`src/hdl/sms_pkg.sv`:
```
`timescale 1ns / 1ps
`default_nettype none
// ----------------------------------------------------------------------------
// Sample statistics package
// Request and result types and shared constants for the sample mean,
// deviation and standard error block.
// ----------------------------------------------------------------------------
package sms_pkg;

  localparam int SAMPLE_W        = 16;
  localparam int TOTAL_W         = 11;
  localparam int RES_W           = 16;
  localparam int MAX_SAMPLES_DEF = 1024;

  // One incoming sample.
  typedef struct packed {
    logic signed [SAMPLE_W-1:0] sample;
    logic                       last;
  } in_t;

  // One result per set.
  typedef struct packed {
    logic [TOTAL_W-1:0]         sample_total;
    logic signed [RES_W-1:0]    mean;
    logic [RES_W-1:0]           std_dev;
    logic [RES_W-1:0]           std_err;
    logic                       too_few;
    logic                       overflow;
  } out_t;

endpackage
`default_nettype wire

```
`src/hdl/sample_mean_stddev_stderr.sv`:
```
`timescale 1ns / 1ps
`default_nettype none
// ----------------------------------------------------------------------------
// Sample mean, standard deviation and standard error
// Accumulates signed Q8.8 samples and reports count, mean, sample standard
// deviation and standard error for each set ended by a last flag.
// ----------------------------------------------------------------------------
// Samples are taken one per clock while full is low. Each set's sums go
// into a two-entry queue, so accumulation of the next set continues while
// an engine computes the statistics of the previous one. The engine works
// with a shift-add multiplier, a restoring divider and a square root unit.
// full rises only while two finished sets wait in the queue.
module sample_mean_stddev_stderr #(
  parameter int MAX_SAMPLES = sms_pkg::MAX_SAMPLES_DEF
) (
  input  wire logic          clk,
  input  wire logic          rst,
  input  wire logic          push,
  output logic               full,
  input  wire sms_pkg::in_t  request,
  output logic               empty,
  input  wire logic          pop,
  output sms_pkg::out_t      result
);

  localparam int CW = $clog2(MAX_SAMPLES + 1);
  localparam int SW = 17 + $clog2(MAX_SAMPLES);
  localparam int QW = 31 + $clog2(MAX_SAMPLES);
  localparam int JW = 1 + CW + SW + QW;

  logic          q_wr, q_rd, q_valid, q_full;
  logic [JW-1:0] q_wdata, q_rdata;

  assign full = q_full;

  // Accumulator front end.
  sms_front #(
    .MAX_SAMPLES(MAX_SAMPLES), .CW(CW), .SW(SW), .QW(QW), .JW(JW)
  ) u_front (
    .clk(clk), .rst(rst), .push(push), .request(request),
    .q_full(q_full), .q_wr(q_wr), .q_data(q_wdata)
  );

  // Queue of finished sets.
  sms_queue #(.W(JW)) u_queue (
    .clk(clk), .rst(rst), .wr(q_wr), .wdata(q_wdata),
    .rd(q_rd), .valid(q_valid), .full(q_full), .rdata(q_rdata)
  );

  // Statistics engine.
  sms_back #(
    .MAX_SAMPLES(MAX_SAMPLES), .CW(CW), .SW(SW), .QW(QW), .JW(JW)
  ) u_back (
    .clk(clk), .rst(rst), .q_valid(q_valid), .q_data(q_rdata), .q_rd(q_rd),
    .empty(empty), .pop(pop), .result(result)
  );

endmodule
`default_nettype wire

```
`src/hdl/sms_queue.sv`:
```
`timescale 1ns / 1ps
`default_nettype none
// ----------------------------------------------------------------------------
// Set queue
// Two-entry queue of finished accumulator sets between front and back.
// ----------------------------------------------------------------------------
module sms_queue #(
  parameter int W = 8
) (
  input  wire logic         clk,
  input  wire logic         rst,
  input  wire logic         wr,
  input  wire logic [W-1:0] wdata,
  input  wire logic         rd,
  output logic              valid,
  output logic              full,
  output logic [W-1:0]      rdata
);

  logic [W-1:0] mem [2];
  logic         wr_ptr;
  logic         rd_ptr;
  logic [1:0]   count;

  assign valid = (count != 2'd0);
  assign full  = (count == 2'd2);
  assign rdata = mem[rd_ptr];

  // Storage writes.
  always_ff @(posedge clk) begin
    if (wr && !full) begin
      mem[wr_ptr] <= wdata;
    end
  end

  // Pointers and fill level.
  always_ff @(posedge clk) begin
    if (rst) begin
      wr_ptr <= 1'b0;
      rd_ptr <= 1'b0;
      count  <= 2'd0;
    end else begin
      if (wr && !full) begin
        wr_ptr <= ~wr_ptr;
      end
      if (rd && valid) begin
        rd_ptr <= ~rd_ptr;
      end
      if ((wr && !full) && !(rd && valid)) begin
        count <= count + 2'd1;
      end else if (!(wr && !full) && (rd && valid)) begin
        count <= count - 2'd1;
      end
    end
  end

endmodule
`default_nettype wire

```
`src/hdl/sms_front.sv`:
```
`timescale 1ns / 1ps
`default_nettype none
// ----------------------------------------------------------------------------
// Sample accumulator
// Adds each sample, up to MAX_SAMPLES per set, to the count, sum and sum of
// squares, and hands the finished set to the queue on the last sample.
// ----------------------------------------------------------------------------
module sms_front #(
  parameter int MAX_SAMPLES = sms_pkg::MAX_SAMPLES_DEF,
  parameter int CW = $clog2(MAX_SAMPLES + 1),
  parameter int SW = 17 + $clog2(MAX_SAMPLES),
  parameter int QW = 31 + $clog2(MAX_SAMPLES),
  parameter int JW = 1 + CW + SW + QW
) (
  input  wire logic           clk,
  input  wire logic           rst,
  input  wire logic           push,
  input  wire sms_pkg::in_t   request,
  input  wire logic           q_full,
  output logic                q_wr,
  output logic [JW-1:0]       q_data
);

  logic [CW-1:0]        count, count_next;
  logic signed [SW-1:0] sum, sum_next;
  logic [QW-1:0]        sumsq, sumsq_next;
  logic                 dropped, dropped_next;
  logic signed [31:0]   square;
  logic                 accept;

  assign accept = push && !q_full;
  assign square = request.sample * request.sample;

  // Accumulate unless the set is already at capacity.
  always_comb begin
    count_next   = count;
    sum_next     = sum;
    sumsq_next   = sumsq;
    dropped_next = dropped;
    if (count < CW'(MAX_SAMPLES)) begin
      count_next = count + CW'(1);
      sum_next   = sum + SW'(request.sample);
      sumsq_next = sumsq + QW'(square[30:0]);
    end else begin
      dropped_next = 1'b1;
    end
  end

  assign q_wr   = accept && request.last;
  assign q_data = {dropped_next, count_next, sum_next, sumsq_next};

  // Running state, cleared after the last sample of a set.
  always_ff @(posedge clk) begin
    if (rst) begin
      count   <= '0;
      sum     <= '0;
      sumsq   <= '0;
      dropped <= 1'b0;
    end else if (accept) begin
      if (request.last) begin
        count   <= '0;
        sum     <= '0;
        sumsq   <= '0;
        dropped <= 1'b0;
      end else begin
        count   <= count_next;
        sum     <= sum_next;
        sumsq   <= sumsq_next;
        dropped <= dropped_next;
      end
    end
  end

endmodule
`default_nettype wire

```
`src/hdl/sms_back.sv`:
```
`timescale 1ns / 1ps
`default_nettype none
// ----------------------------------------------------------------------------
// Statistics engine
// Turns one accumulated set into mean, deviation and standard error with a
// shift-add multiplier, a restoring divider and a digit-by-digit root.
// ----------------------------------------------------------------------------
module sms_back #(
  parameter int MAX_SAMPLES = sms_pkg::MAX_SAMPLES_DEF,
  parameter int CW = $clog2(MAX_SAMPLES + 1),
  parameter int SW = 17 + $clog2(MAX_SAMPLES),
  parameter int QW = 31 + $clog2(MAX_SAMPLES),
  parameter int JW = 1 + CW + SW + QW
) (
  input  wire logic          clk,
  input  wire logic          rst,
  input  wire logic          q_valid,
  input  wire logic [JW-1:0] q_data,
  output logic               q_rd,
  output logic               empty,
  input  wire logic          pop,
  output sms_pkg::out_t      result
);

  localparam int NW  = CW + QW;
  localparam int EW  = 3 * CW;
  localparam int DW  = NW + 2;
  localparam int SQW = DW + (DW % 2);
  localparam int HW  = SQW / 2;
  localparam int KW  = $clog2(SQW + 1);
  localparam int MW  = SW - 1;

  localparam logic [3:0] S_IDLE    = 4'd0;
  localparam logic [3:0] S_MUL_NQ  = 4'd1;
  localparam logic [3:0] S_MUL_SS  = 4'd2;
  localparam logic [3:0] S_DIV_MN  = 4'd3;
  localparam logic [3:0] S_MUL_D1  = 4'd4;
  localparam logic [3:0] S_MUL_D2  = 4'd5;
  localparam logic [3:0] S_DIV_SD  = 4'd6;
  localparam logic [3:0] S_SQRT_SD = 4'd7;
  localparam logic [3:0] S_DIV_SE  = 4'd8;
  localparam logic [3:0] S_SQRT_SE = 4'd9;
  localparam logic [3:0] S_DONE    = 4'd10;

  logic [3:0]           state;
  logic [CW-1:0]        n;
  logic                 neg;
  logic [MW-1:0]        mag;
  logic                 dropped;
  logic [NW-1:0]        num;
  logic [EW-1:0]        den;
  logic [NW-1:0]        ma, mp, mp_add;
  logic [MW-1:0]        mb;
  logic [DW-1:0]        dq;
  logic [EW-1:0]        rem, dvs;
  logic [EW:0]          rem_sh, rem_diff;
  logic                 div_ge;
  logic [SQW-1:0]       sv;
  logic [HW:0]          srem;
  logic [HW+2:0]        srem_sh, trial, srem_diff;
  logic                 sq_ge;
  logic [HW-1:0]        root;
  logic [KW-1:0]        cnt;
  logic [HW:0]          rounded;
  logic [15:0]          root_sat;
  logic signed [15:0]   mean;
  logic [15:0]          sd, se;
  logic                 res_valid;
  sms_pkg::out_t        res;

  // Job fields from the queue head.
  logic                 j_drop;
  logic [CW-1:0]        j_n;
  logic signed [SW-1:0] j_sum;
  logic [QW-1:0]        j_sumsq;
  logic [SW-1:0]        j_abs;

  assign {j_drop, j_n, j_sum, j_sumsq} = q_data;
  assign j_abs = j_sum[SW-1] ? SW'(-j_sum) : SW'(j_sum);
  assign q_rd  = (state == S_IDLE) && q_valid;

  // Shift-add multiplier step.
  assign mp_add = mb[0] ? mp + ma : mp;

  // Restoring divider step.
  assign rem_sh   = {rem, dq[DW-1]};
  assign rem_diff = rem_sh - {1'b0, dvs};
  assign div_ge   = (rem_sh >= {1'b0, dvs});

  // Root step, two operand bits at a time.
  assign srem_sh   = {srem, sv[SQW-1:SQW-2]};
  assign trial     = {1'b0, root, 2'b01};
  assign srem_diff = srem_sh - trial;
  assign sq_ge     = (srem_sh >= trial);

  // Round the doubled-resolution root to nearest and saturate.
  assign rounded  = {1'b0, root} + (HW+1)'(1);
  assign root_sat = (rounded[HW:1] > HW'(16'hFFFF)) ? 16'hFFFF : rounded[16:1];

  // Sequencer.
  always_ff @(posedge clk) begin
    if (rst) begin
      state <= S_IDLE;
    end else begin
      unique case (state)
        S_IDLE: begin
          if (q_valid) begin
            n       <= j_n;
            neg     <= j_sum[SW-1];
            mag     <= j_abs[MW-1:0];
            dropped <= j_drop;
            ma      <= NW'(j_sumsq);
            mb      <= MW'(j_n);
            mp      <= '0;
            state   <= S_MUL_NQ;
          end
        end
        S_MUL_NQ: begin
          if (mb == '0) begin
            num   <= mp;
            ma    <= NW'(mag);
            mb    <= mag;
            mp    <= '0;
            state <= S_MUL_SS;
          end else begin
            mp <= mp_add;
            ma <= ma << 1;
            mb <= mb >> 1;
          end
        end
        S_MUL_SS: begin
          if (mb == '0) begin
            num   <= num - mp;
            dq    <= DW'(mag + MW'(n >> 1));
            dvs   <= EW'(n);
            rem   <= '0;
            cnt   <= '0;
            state <= S_DIV_MN;
          end else begin
            mp <= mp_add;
            ma <= ma << 1;
            mb <= mb >> 1;
          end
        end
        S_DIV_MN: begin
          if (cnt == KW'(DW)) begin
            if (n == '0) begin
              mean <= '0;
            end else if (neg) begin
              mean <= -$signed(dq[15:0]);
            end else begin
              mean <= $signed(dq[15:0]);
            end
            if (n < CW'(2)) begin
              sd    <= '0;
              se    <= '0;
              state <= S_DONE;
            end else begin
              ma    <= NW'(n);
              mb    <= MW'(n - CW'(1));
              mp    <= '0;
              state <= S_MUL_D1;
            end
          end else begin
            rem <= div_ge ? rem_diff[EW-1:0] : rem_sh[EW-1:0];
            dq  <= {dq[DW-2:0], div_ge};
            cnt <= cnt + KW'(1);
          end
        end
        S_MUL_D1: begin
          if (mb == '0) begin
            den   <= mp[EW-1:0];
            ma    <= mp;
            mb    <= MW'(n);
            mp    <= '0;
            state <= S_MUL_D2;
          end else begin
            mp <= mp_add;
            ma <= ma << 1;
            mb <= mb >> 1;
          end
        end
        S_MUL_D2: begin
          if (mb == '0) begin
            dq    <= {num, 2'b00};
            dvs   <= den;
            rem   <= '0;
            cnt   <= '0;
            state <= S_DIV_SD;
          end else begin
            mp <= mp_add;
            ma <= ma << 1;
            mb <= mb >> 1;
          end
        end
        S_DIV_SD, S_DIV_SE: begin
          if (cnt == KW'(DW)) begin
            sv    <= SQW'(dq);
            srem  <= '0;
            root  <= '0;
            cnt   <= '0;
            state <= (state == S_DIV_SD) ? S_SQRT_SD : S_SQRT_SE;
          end else begin
            rem <= div_ge ? rem_diff[EW-1:0] : rem_sh[EW-1:0];
            dq  <= {dq[DW-2:0], div_ge};
            cnt <= cnt + KW'(1);
          end
        end
        S_SQRT_SD: begin
          if (cnt == KW'(HW)) begin
            sd    <= root_sat;
            dq    <= {num, 2'b00};
            dvs   <= mp[EW-1:0];
            rem   <= '0;
            cnt   <= '0;
            state <= S_DIV_SE;
          end else begin
            srem <= sq_ge ? srem_diff[HW:0] : srem_sh[HW:0];
            root <= {root[HW-2:0], sq_ge};
            sv   <= sv << 2;
            cnt  <= cnt + KW'(1);
          end
        end
        S_SQRT_SE: begin
          if (cnt == KW'(HW)) begin
            se    <= root_sat;
            state <= S_DONE;
          end else begin
            srem <= sq_ge ? srem_diff[HW:0] : srem_sh[HW:0];
            root <= {root[HW-2:0], sq_ge};
            sv   <= sv << 2;
            cnt  <= cnt + KW'(1);
          end
        end
        S_DONE: begin
          if (!res_valid || pop) begin
            state <= S_IDLE;
          end
        end
        default: begin
          state <= S_IDLE;
        end
      endcase
    end
  end

  // Result register.
  always_ff @(posedge clk) begin
    if (rst) begin
      res_valid <= 1'b0;
    end else if (state == S_DONE && (!res_valid || pop)) begin
      res_valid <= 1'b1;
    end else if (pop) begin
      res_valid <= 1'b0;
    end
  end

  always_ff @(posedge clk) begin
    if (state == S_DONE && (!res_valid || pop)) begin
      res.sample_total <= sms_pkg::TOTAL_W'(n);
      res.mean         <= mean;
      res.std_dev      <= sd;
      res.std_err      <= se;
      res.too_few      <= (n < CW'(2));
      res.overflow     <= dropped;
    end
  end

  assign empty  = !res_valid;
  assign result = res;

  // A waiting result stays until it is taken.
  a_hold: assert property (@(posedge clk) disable iff (rst)
    res_valid && !pop |=> res_valid)
    else $error("result dropped before pop");

  // Short sets never report a spread.
  a_few: assert property (@(posedge clk) disable iff (rst)
    res_valid && res.too_few |-> (res.std_dev == '0) && (res.std_err == '0))
    else $error("spread reported for a short set");

  // A job is only taken from the queue when the engine is idle.
  a_take: assert property (@(posedge clk) disable iff (rst)
    q_rd |=> (state == S_MUL_NQ))
    else $error("queue read outside idle");

  // Step counter stays within the longest operation.
  a_cnt: assert property (@(posedge clk) disable iff (rst)
    (state == S_DIV_MN || state == S_DIV_SD || state == S_DIV_SE) |-> cnt <= KW'(DW))
    else $error("divider step count out of range");

endmodule
`default_nettype wire

```
`config.mk`:
```
export PLATFORM = sky130hd
export DESIGN_NAME = sample_mean_stddev_stderr
export DESIGN_NICKNAME = d
export VERILOG_FILES = /design/src/hdl/sms_pkg.sv /design/src/hdl/sample_mean_stddev_stderr.sv /design/src/hdl/sms_queue.sv /design/src/hdl/sms_front.sv /design/src/hdl/sms_back.sv
export SDC_FILE = /design/constraint.sdc
export NUM_CORES = 2
export LEC_CHECK = 0
export ABC_AREA = 0
export BUFFER_PORTS_ARGS = -buffer_cell sky130_fd_sc_hd__buf_2
export CAP_MARGIN = 15
export CORE_MARGIN = 2
export CORE_UTILIZATION = 54
export DETAILED_ROUTE_END_ITERATION = 16
export PLACE_DENSITY = 0.7
export SYNTH_ARGS = -nofsm -noshare
export SYNTH_HDL_FRONTEND = slang
export SYNTH_SLANG_ARGS = --single-unit
```
`constraint.sdc`:
```
create_clock -name clk -period 27.1 [get_ports clk]
set_clock_uncertainty 0.2 [all_clocks]
set_input_delay 5.42 -clock clk [delete_from_list [all_inputs] [get_ports clk]]
set_output_delay 5.42 -clock clk [all_outputs]
set_load 0.01 [all_outputs]
```
* After elaboration in Yosys (flattened, before gate mapping) *
Memories as Yosys holds them, arrays and structs flattened. A register that Yosys moved wholly into a read port is not among the register bits.
Index checks and enable logic that the tools add are counted.

operators by class
  add/subtract/negate cells = 15
  $mul = 1
  div/mod/pow operators = 0
  order comparisons = 5
  equal/unequal tests = 31
  shift-type cells = 0
  multiplexer cells = 91
  bitwise operators = 3
  reductions and logical operators = 48

operator list
  operator                                      number
  2-to-1 mux 52 bit                             14
  2-to-1 mux 54 bit                             6
  one-hot mux 52 bit (5 select lines)           1
  2-to-1 mux 33 bit                             7
  one-hot mux 54 bit (4 select lines)           1
  one-hot mux 52 bit (4 select lines)           1
  one-hot mux 33 bit (3 select lines)           2
  2-to-1 mux 26 bit                             6
  one-hot mux 26 bit (5 select lines)           1
  2-to-1 mux 27 bit                             4
  one-hot mux 54 bit (2 select lines)           1
  one-hot mux 52 bit (2 select lines)           1
  2-to-1 mux 28 bit                             3
  2-to-1 mux 41 bit                             2
  2-to-1 mux 16 bit                             5
  one-hot mux 16 bit (2 select lines)           2
  one-hot mux 28 bit (2 select lines)           1
  one-hot mux 27 bit (2 select lines)           1
  adder 52 bit                                  1
  subtractor 52 bit                             1
  2-to-1 mux 4 bit                              12
  adder 41 x 31 -> 41 bit                       1
  one-hot mux 4 bit (10 select lines)           1
  greater-or-equal comparator 34 x 33 -> 1 bit  1
  other kinds (50)                              118

word-level totals
  register bits after elaboration = 687
  bits in latches = 0
  bits in writable memories = 160
  memory bits (read-only) = 0
  output and inout bits = 63
  memories kept = 1

memory list
  name         depth  bits a word  read ports  clocked after memory_dff  wr ports  line             source
  u_queue.mem  2      80           1           1                         1         sms_queue.sv:20  logic [W-1:0] mem [2];

* Depth between registers and ports, before layout *
  depth in word-level cells = 9
  depth in mapped cells = 36
  mapped depth without buffers = 35

* By module *
From an unflattened synthesis, not the netlist that was laid out.

second synthesis, totals
  cell total of the unflattened synthesis = 5,670
  area, all modules = 56,885.8 µm²

modules (own cells, without submodules)
  module     times used  cells an instance  area an instance (µm²)  seq. area each (µm²)
  sms_back   1           3,524              35,411.5                18,057.3
  sms_front  1           1,872              15,503.6                1,601.5
  sms_queue  1           274                5,970.7                 4,904.7

* Worst setup path before layout *
No wires, ideal clock.

  path kind = input port to flip-flop
  start = input request[3] (netlist bit)
  end = register u_front.sumsq[34]
  setup time = 0.122 ns
  data arrival time = 13.159 ns
  required time = 26.778 ns
  setup slack = 13.619 ns
  stages on the path = 35
  buffers on the path = 3
  cells stage by stage = clkbuf_1 -> clkbuf_1 -> nand2_1 -> inv_1 -> fa_1 -> inv_1 -> fa_1 -> fa_1 -> fa_1 -> inv_1 -> fa_1 -> inv_1 -> fa_1 -> inv_1 -> ha_1 -> a21o_1 -> a21oi_1 -> o21ai_0 -> and2_1 -> o21a_1 -> a31o_2 -> nor2_1 -> xnor2_1 -> ha_1 -> clkbuf_1 -> a21o_1 -> a21oi_1 -> o21bai_1 -> o21bai_1 -> a221o_1 -> or4_1 -> a21oi_1 -> nand4b_1 -> nor4_1 -> a311o_1

between the ends
  word-level cells in the longest chain between the ends = 4

RTL lines
  what                          line                             source
  start: declaration            sample_mean_stddev_stderr.sv:20  input wire sms_pkg::in_t request,
  multiplier 16 x 16 -> 31 bit  sms_front.sv:32                  assign square = request.sample * request.sample;
  adder 41 x 31 -> 41 bit       sms_front.sv:43                  sumsq_next = sumsq + QW'(square[30:0]);
  2-to-1 mux 41 bit             sms_front.sv:40                  if (count < CW'(MAX_SAMPLES)) begin
  2-to-1 mux 41 bit             sms_front.sv:60                  if (request.last) begin
  end signal: assignment        sms_front.sv:68                  sumsq <= sumsq_next;
  end: declaration              sms_front.sv:26                  logic [QW-1:0] sumsq, sumsq_next;

Every way passes these cells.
A chain may end at the register's enable or synchronous reset.

* Worst setup path after layout *
  start = input request[4] (netlist bit)
  end = register u_front.sumsq[33]

The elaborated chain is that of the path after synthesis.

==> out/results.tsv <==
metric	value	unit
status	complete, no violations	
max_stage_delay	0.76	ns
max-clock-path-buffers	3	
grt_pass1_wl	228000	µm
finalSetupViolations	0	
wl_met1	62500	µm
tns	0	ns
die-area	0.109	mm²
worst_slew_pin_slew	1.13	ns
grt_max_degree	84	
vias	42985	
synthesis.nets	6345	
routed_via_density	5.98	
htreeDepth	3	
cp.arrival	13.91	ns
hpwl	106000	µm
async_flop_share	0	%
met3_length	8770	µm
ys_warn_count	0	
drive_above_1_share	6.07	%
gr-total-overflow	0	
coreArea	0.105	mm²
wl_met2	67500	µm
hold_viol	0	
rsz0062_at_grt	no	
die_h	330	µm
synth_top_area_share	39.8	%
hold_buffers	0	
drt-total-wl	142000	µm
die_x	330	µm
route.detailed.drc	0	
synth_area_leaders	edfxtp_1, fa_1, ha_1	
dr.pass1.iters	9	
final_common_cell	edfxtp_1	
synth.avg_cell_area	9.93	µm²
final_nets	6305	
cp_slowest_cell	o211ai_1	
ioPinCount	84	
yosysUniqueCellTypes	85	
synth-seq-cells	848	
cp_num_buf_inv	6	
drtIter0Drc	3848	
portBuffers	83	
gp_congestion	0.938	
crit_family	adder cells	
cts-root-buf	clkbuf_16	
maxCapViolCount	0	
synth_cells	5763	
cts_made_buffers	91	
critPathKind	primary input to flop	
yosysSeqAreaShare	42.9	%
whs	0.215	ns
cts_sinks	848	
yosysTopAreaCell	edfxtp_1	
cpMostUsedCell	fa_1	
rows	119	
cts_tree	built	
top_layer	met5	
min_period_over_period	49.9	%
start_kind	primary input	
wl_per_cell	19.8	µm
grt_use_total	26.3	%
clk_latency	0.69	ns
period_minus_slack	13.51	ns
cp-end-kind	flop	
synth_ff_type	edfxtp_1	
start_util	54.4	%
final_area	0.0620	mm²
final_cell_mix	edfxtp_1, nand2_1, inv_1	
crit_fanout	16	
finalMaxSlewViolations	0	
syn-cell-area	0.0572	mm²
fmax	74.0	MHz
area_growth	8.36	%
cp.required	27.50	ns
ant_nets	0	
synth-edff-count	758	
hold_path.class	flop to flop	
ctsResizeCount	0	
antenna_found_initial	1	
post_cts_buffers	0	
grt_pass1_vias	42226	
post_dp_cell_area	0.0589	mm²
relSlewSlack	24.4	%
num_antenna_cells	0	
clk_pin_slew_worst_paths	0.06	ns
## state kept, by name, summed over array words and instances, names as in the netlist, 6 cells and up, named ones only
signal and flops:
u_queue.mem 160, u_back.result 61, u_back.dq 54, u_back.sv 54, u_back.ma 52, u_back.mp 52, u_back.num 52, u_front.sumsq 41
u_back.den 33, u_back.dvs 33, u_back.rem 33, u_back.srem 28, u_back.root 27, u_front.sum 27, u_back.mag 26, u_back.mb 26
u_back.mean 16, u_back.sd 16, u_back.se 16, u_back.n 11, u_front.count 11, u_back.cnt 6
## metrics by stage
| step | util (%) | setup slack [ns] | std cells |
|---|---|---|---|
| after CTS | 58.9 | 13.67 | 7187 |
| after detailed placement | 56.0 | 12.96 | 7020 |
| final | 58.9 | 13.59 | 7188 |
| after global routing | 58.9 | 12.84 | 7188 |
| after global placement | 56.0 | 13.19 | 7020 |
| after floorplan | - | 13.62 | 5763 |
## path summary, 6_finish.rpt
kind | from | end | slack, ns | cells after the start
max reg2reg | u_back.state[3] | u_back.root[23] | 22.17 | 7
min reg2reg | u_back.sd[2] | u_back.result[20] | 0.22 | 0
max | request[4] | u_front.sumsq[33] | 13.59 | 33
min | u_back.sd[2] | u_back.result[20] | 0.22 | 0
## per-layer routing
metal,up-vias,global-route usage (%)
met5,-,0
met2,1476,43.9
met4,2,8.07
li1,20501,-
met3,200,3.30
met1,20806,35.9
## cell type report
| class | count | area (µm²) |
|---|---|---|
| clock buffer | 111 | 2420 |
| clock inverter | 56 | 649 |
| fill | 8874 | 43200 |
| inverter | 540 | 2030 |
| multi-input combinational | 4111 | 29800 |
| sequential | 848 | 24600 |
| tap | 1391 | 1740 |
| timing repair buffer | 131 | 786 |
## kinds of logic (layout without fill, tap and decap cells)
family | Yosys count | after routing | synth area share, %
and+or+nand+nor | 1658 | 1658 | 13.1
AOI/OAI and AO/OA | 1444 | 1444 | 16.2
DFF | 848 | 848 | 42.9
buffers and inverters | 804 | 838 | 5.29
adders and majority gates | 562 | 562 | 15.3
xor gates and xnor gates | 320 | 320 | 4.90
muxes | 127 | 127 | 2.28
## synthesized netlist by cell type (90+ instances only)
library cell / number
edfxtp_1: 758
clkbuf_1: 238
nand3_1: 123
nor2_1: 399
a21o_1: 123
fa_1: 232
ha_1: 329
mux2i_1: 101
a22oi_1: 90
a21oi_1: 385
dfxtp_1: 90
o21ai_0: 347
xor2_1: 117
xnor2_1: 203
nand2_1: 711
inv_1: 539
Power is left out: the tool's default activity adds up to more than one toggle a clock period on the data nets, which glitch-free logic cannot reach.
